File: src/rtl/fbwt_scan.sv
// ----------------------------------------------------------------------------
// fbwt_scan
// Walks the erase counts of one plane, one block a cycle, and keeps the
// running minimum, maximum and the first block holding the minimum.
// ----------------------------------------------------------------------------
module fbwt_scan #(
    parameter int BLOCKS_PER_PLANE = 256,
    parameter int ADDR_BITS        = 10,
    parameter int ERASE_COUNT_BITS = 16
) (
    input  logic                                  clk,
    input  logic                                  rst_n,
    input  logic                                  start,
    input  logic [ADDR_BITS-1:0]                  base,
    output logic                                  rd_en,
    output logic [ADDR_BITS-1:0]                  rd_addr,
    input  logic [ERASE_COUNT_BITS-1:0]           rd_data,
    output logic                                  done,
    output logic [ERASE_COUNT_BITS-1:0]           min_cnt,
    output logic [ERASE_COUNT_BITS-1:0]           max_cnt,
    output logic [$clog2(BLOCKS_PER_PLANE)-1:0]   min_block
);

    localparam int BW = $clog2(BLOCKS_PER_PLANE);
    localparam logic [BW-1:0] LAST_BLOCK = BW'(BLOCKS_PER_PLANE - 1);

    logic                        busy_reg,  busy_next;
    logic [BW-1:0]               issue_reg, issue_next;
    logic                        dvalid_reg, dvalid_next;
    logic                        dlast_reg,  dlast_next;
    logic [BW-1:0]               didx_reg,   didx_next;
    logic                        done_reg,   done_next;
    logic [ERASE_COUNT_BITS-1:0] min_reg,    min_next;
    logic [ERASE_COUNT_BITS-1:0] max_reg,    max_next;
    logic [BW-1:0]               cold_reg,   cold_next;

    // read issue toward the erase count memory
    assign rd_en   = busy_reg;
    assign rd_addr = ADDR_BITS'(base + ADDR_BITS'(issue_reg));

    always_comb
    begin
        busy_next   = busy_reg;
        issue_next  = issue_reg;
        dvalid_next = busy_reg;
        dlast_next  = busy_reg && (issue_reg == LAST_BLOCK);
        didx_next   = issue_reg;
        done_next   = dvalid_reg && dlast_reg;
        min_next    = min_reg;
        max_next    = max_reg;
        cold_next   = cold_reg;

        // address counter
        if (start)
        begin
            busy_next  = 1'b1;
            issue_next = '0;
        end
        else if (busy_reg)
        begin
            issue_next = BW'(issue_reg + 1'b1);
            if (issue_reg == LAST_BLOCK)
            begin
                busy_next = 1'b0;
            end
        end

        // min / max tracking on returning data
        if (dvalid_reg)
        begin
            if (didx_reg == '0)
            begin
                min_next  = rd_data;
                max_next  = rd_data;
                cold_next = '0;
            end
            else
            begin
                if (rd_data > max_reg)
                begin
                    max_next = rd_data;
                end
                if (rd_data < min_reg)
                begin
                    min_next  = rd_data;
                    cold_next = didx_reg;
                end
            end
        end
    end

    // control registers
    always_ff @(posedge clk or negedge rst_n)
    begin
        if (!rst_n)
        begin
            busy_reg   <= 1'b0;
            dvalid_reg <= 1'b0;
            dlast_reg  <= 1'b0;
            done_reg   <= 1'b0;
            issue_reg  <= '0;
        end
        else
        begin
            busy_reg   <= busy_next;
            dvalid_reg <= dvalid_next;
            dlast_reg  <= dlast_next;
            done_reg   <= done_next;
            issue_reg  <= issue_next;
        end
    end

    // running results
    always_ff @(posedge clk)
    begin
        didx_reg <= didx_next;
        min_reg  <= min_next;
        max_reg  <= max_next;
        cold_reg <= cold_next;
    end

    assign done      = done_reg;
    assign min_cnt   = min_reg;
    assign max_cnt   = max_reg;
    assign min_block = cold_reg;

endmodule

File: config.mk
export PLATFORM = sky130hd
export DESIGN_NAME = fbwt_scan
export DESIGN_NICKNAME = d
export VERILOG_FILES = /design/src/rtl/fbwt_scan.sv
export SDC_FILE = /design/constraint.sdc
export NUM_CORES = 1
export LEC_CHECK = 0
export ABC_AREA = 0
export BUFFER_PORTS_ARGS = -buffer_cell sky130_fd_sc_hd__buf_2
export CAP_MARGIN = 20
export CORE_ASPECT_RATIO = 0.5
export CORE_MARGIN = 4
export CORE_UTILIZATION = 31
export DETAILED_ROUTE_END_ITERATION = 12
export GPL_TIMING_DRIVEN = 0
export PLACE_DENSITY = 0.49
export SLEW_MARGIN = 20
export SYNTH_ARGS = -nofsm -noshare
export SYNTH_HDL_FRONTEND = slang
export SYNTH_SLANG_ARGS = --single-unit
File: constraint.sdc
create_clock -name clk -period 3.4 [get_ports clk]
set_input_delay 0.51 -clock clk [delete_from_list [all_inputs] [get_ports clk]]
set_output_delay 0.51 -clock clk [all_outputs]
set_load 0.02 [all_outputs]
# Yosys cells after proc, flatten, opt, wreduce, memory -nomap -nowiden
# Index checks and enable logic that the tools add are counted.
[op_classes]
n_addsub = 2
order_cmp = 2
n_eq_ne = 1
n_mux = 10
reduce_logical = 8
[op_table]
columns = ["operator", "count"]
rows = [
  ["2-to-1 mux 16 bit", 4],
  ["2-to-1 mux 8 bit", 3],
  ["greater-than comparator 16 bit", 1],
  ["< comparator 16 bit", 1],
  ["adder 10 x 8 -> 10 bit", 1],
  ["adder 8 x 1 -> 8 bit (second input constant)", 1],
  ["equality test 8 bit (second input constant)", 1],
  ["logical NOT 8 bit", 1],
  ["nonzero test 2 bit", 3],
  ["AND reduction 2 bit", 2],
  ["2-to-1 mux 1 bit", 3],
  ["logical AND 1 bit", 2],
]
[word_totals]
register_bits = 60
out_inout_bits = 52

# Depth between registers and ports, before layout
[logic_depth]
word_depth = 4
depth_mapped = 7
depth_no_buf = 7

# Worst setup path before layout
# OpenSTA, ideal clock, no wires.
[synth_timing]
kind = "input to register"
startpoint = "input port rd_data[7]"
endpoint = "register cold_reg[0] (netlist: min_block[0]), enable pin"
setup_ns = 0.401
arrival_ns = 2.359
path_slack_ns = 0.640
path_stages = 5
path_cell_list = "ha_1 > and3_1 > a221oi_2 > a211oi_2 > nor3_2"
[synth_via]
elab_chain_len = 3
[synth_lines]
columns = ["element", "line_no", "rtl"]
rows = [
  ["start, declared", "17", "input logic [ERASE_COUNT_BITS-1:0] rd_data,"],
  ["< comparator 16 bit", "83", "if (rd_data < min_reg)"],
  ["nonzero test 2 bit (no source line)", "n/a", ""],
  ["AND reduction 2 bit (no source line)", "n/a", ""],
  ["end signal, assigned", "119", "cold_reg <= cold_next;"],
  ["end, declared", "35", "logic [BW-1:0] cold_reg, cold_next;"],
]
# Every way passes these cells.
# A chain may end at the register's enable or synchronous reset.

# Worst setup path after layout
[layout_timing]
startpoint = "register issue_reg[0] (netlist: didx_next[0])"
endpoint = "output port rd_addr[8]"
[layout_via]
elab_chain_len = 1
[layout_lines]
columns = ["element", "line_no", "rtl"]
rows = [
  ["start, declared", "28", "logic [BW-1:0] issue_reg, issue_next;"],
  ["start signal, assigned", "109", "issue_reg <= issue_next;"],
  ["adder 10 x 8 -> 10 bit", "39", "assign rd_addr = ADDR_BITS'(base + ADDR_BITS'(issue_reg));"],
  ["end, declared", "16", "output logic [ADDR_BITS-1:0] rd_addr,"],
]
# Every way passes these cells.

==> flow_summary_export.csv <==
group,metric,value,unit
place,dp_slack,0.591,ns
final_layout,area_growth,30.8,%
timing,clock_skew,0.00705,ns
timing,fin_ws,0.456,ns
die,rows,25,
global_routing,track_usage,12.0,%
detailed_routing,drt-initial-drc-count,59,
setup_path,required,2.89,ns
detailed_routing,via_per_inst,4.53,
final_layout,drive_gt1_share,29.9,%
place,place_hpwl,5.20,mm
power_and_ir_drop,ir_worst_vdd,182,uV
synth,syn_inst,264,
die,die_height,78.8,um
detailed_routing,antenna_left,0,
clock_tree,cts_tree,"yes",
synth,yosysWarnings,0,
detailed_routing,drtPass1Iterations,4,
die,start_util,32.4,%
detailed_routing,drc_errors,0,
global_routing,grt_pass1_wl,11.2,mm
die,io_pins,81,
global_routing,antenna_found_initial,0,
global_routing,grt_max_degree,15,
setup_path,worstPathArrival,2.43,ns
setup_path,crit_fanout,5,
die,coreArea,0.00960,mm^2
power_and_ir_drop,powerDensity,603,mW/mm^2
final_layout,layout_commonest_cell,"buf_2",
timing,period_share,86.6,%
clock_tree,cts_sinks,60,
place,place.gp.congestion,0.786,
clock_tree,clk_root_buffer_cell,"clkbuf_16",
synth,synth_seq_area_share,53.4,%
clock_tree,clk_latency,0.33,ns
final_layout,final_nets,426,
detailed_routing,dr_total_vias,2245,
timing,max_freq,340,MHz
min_path,hp-class,"primary input to asynchronous set/reset pin",
detailed_routing,drt_wl_total,6.68,mm
synth,syn_area,0.00311,mm^2
synth,synth_cell_type_count,44,
place,io_buffers,79,
synth,avgSynthCellArea,11.8,um^2
timing,whs,0.0548,ns
setup_path,slowest_delay,0.45,ns
clock_tree,htreeDepth,3,
detailed_routing,drt-wirelength-per-cell,13.5,um
timing,slew_violations,0,
clock_tree,cts_setup_buffers,0,
clock_tree,ctsHoldBuffers,0,
global_routing,grt_pass1_vias,2342,
run,max_cap_viol_count,0,
global_routing,grt-ovfl-total,0,
timing,setup-violations-final,0,
clock_tree,clk_pin_slew_worst_paths,0.05,ns
die,die_x,150,um
clock_tree,post_cts_resized,0,
timing,relSlewSlack,54.9,%
timing,period_needed,2.94,ns
clock_tree,numCtsBuffers,9,
timing,rsz0062_at_grt,"no",
synth,synth_seq_cells,60,
synth,syn_nets,334,
status,status,"finished clean",
die,die_area,0.0118,mm^2
setup_path,critPathKind,"flip-flop to primary output",
setup_path,critPathSlowestCell,"dfrtp_1",
final_layout,final_cell_mix,"buf_2 (81), ha_1 (40), edfxtp_1 (40), inv_1 (36), nor2_1 (15)",
final_layout,fill_cells,937,
timing,finalHoldViolCount,0,
timing,worst_pin_slew,0.675,ns
power_and_ir_drop,power.leakage,0.00197,uW
final_layout,antennaDiodeCount,0,
setup_path,end_kind,"primary output",
setup_path,cp-start-kind,"flip-flop",
setup_path,cp_cell_sequence,"ha_1 -> fa_1 -> a21oi_1 -> o211ai_1 -> nor4_1 -> nor3_1 -> xnor2_1 -> buf_2",
clock_tree,cts_buffer_depth,2,
[cells by family after synthesis]
kind of cell             share of synthesized area (%)
AND/OR/NAND/NOR                                   10.5
flip-flops                                        53.4
AO/OA/AOI/OAI                                     10.1
multiplexers                                     0.322
XOR/XNOR                                          3.10
adder cells (fa/ha/maj)                           16.7
buffers and inverters                             5.83
[metrics by stage]
step	TNS, ns	utilization (%)	power [uW]	cell area [um^2]	cells
6_report	0	42.4	2450	4070	496
2_1_floorplan	0	-	1240	3110	264
4_1_cts	0	42.4	2490	4070	496
5_1_grt	0	42.4	2590	4070	496
3_5_place_dp	0	38.8	1440	3730	480
3_3_place_gp	-3.24	38.3	1410	3670	478
[synthesized netlist by cell type (all sizes together)]
cell | instances | area [um^2]
o21ba | 1 | 10.0
o31ai | 1 | 7.51
dfrtp | 12 | 300
nor4 | 1 | 6.26
nand2 | 7 | 26.3
o21a | 1 | 7.51
and3 | 2 | 12.5
ha | 40 | 500
buf | 2 | 10.0
nor2 | 16 | 67.6
a221oi | 1 | 15.0
nor3 | 5 | 30.0
nor2b | 2 | 12.5
a21o | 7 | 52.6
xor2 | 6 | 52.6
a211oi | 5 | 42.5
and2 | 1 | 6.26
or3 | 4 | 25.0
o21ai | 12 | 60.1
and4 | 2 | 17.5
fa | 1 | 20.0
dfxtp | 8 | 160
a211o | 2 | 17.5
nand3 | 7 | 35.0
or2 | 1 | 8.76
nand4 | 7 | 43.8
clkbuf | 7 | 26.3
o41ai | 1 | 8.76
o211ai | 2 | 15.0
mux2i | 1 | 10.0
or4 | 2 | 22.5
o2111ai | 1 | 8.76
edfxtp | 40 | 1200
o21bai | 2 | 18.8
dlygate4sd3 | 1 | 10.0
nand2b | 2 | 12.5
xnor2 | 5 | 43.8
inv | 36 | 135
a21oi | 10 | 50.1
[area by class of cell]
type	instances	area (um^2)	area share [%]
plain buffers	10	46.3	1.14
well taps	135	169	4.15
clock buffers	10	229	5.63
flip-flops and latches	60	1660	40.8
clock inverters	6	113	2.77
inverters	36	135	3.32
repair buffers	81	438	10.8
multi-input cells	158	1280	31.4
[report_power, final]
part / internal [uW] / switching, uW
clock: 716 / 322
combinational: 186 / 308
sequential: 883 / 38.4
[routing by layer]
| layer | vias up | global-route usage [%] | part of all wire [%] |
|---|---|---|---|
| met5 | - | 0 | 0 |
| met4 | 0 | 3.83 | 0.97 |
| met3 | 5 | 4.33 | 6.1 |
| met2 | 50 | 20.3 | 49 |
| met1 | 1060 | 14.3 | 44 |
| li1 | 1130 | - | - |
[critical path: cells and delay by family (launching register included)]
kind	cells	cell delay, ns
compound gates	2	0.37
buf+inv	1	0.19
fa+ha+maj	2	0.66
xor+xnor	1	0.15
simple gates	2	0.29
flops	1	0.45
[path summary, 6_finish.rpt]
check	start	endpoint	slack (ns)	depth (start not counted)
max	didx_next[0]$_DFFE_PN0P_	rd_addr[8]	0.46	8
min	rst_n	didx_next[0]$_DFFE_PN0P_	0.05	1
max reg2reg	min_cnt[13]$_DFFE_PP_	min_cnt[13]$_DFFE_PP_	0.94	8
min reg2reg	rd_en$_DFF_PN0_	dvalid_reg$_DFF_PN0_	0.39	0
max in group asynchronous	rst_n	rd_en$_DFF_PN0_	3.12	1
min in group clk	rd_en$_DFF_PN0_	dvalid_reg$_DFF_PN0_	0.39	0
(Power assumes the default switching activity.)
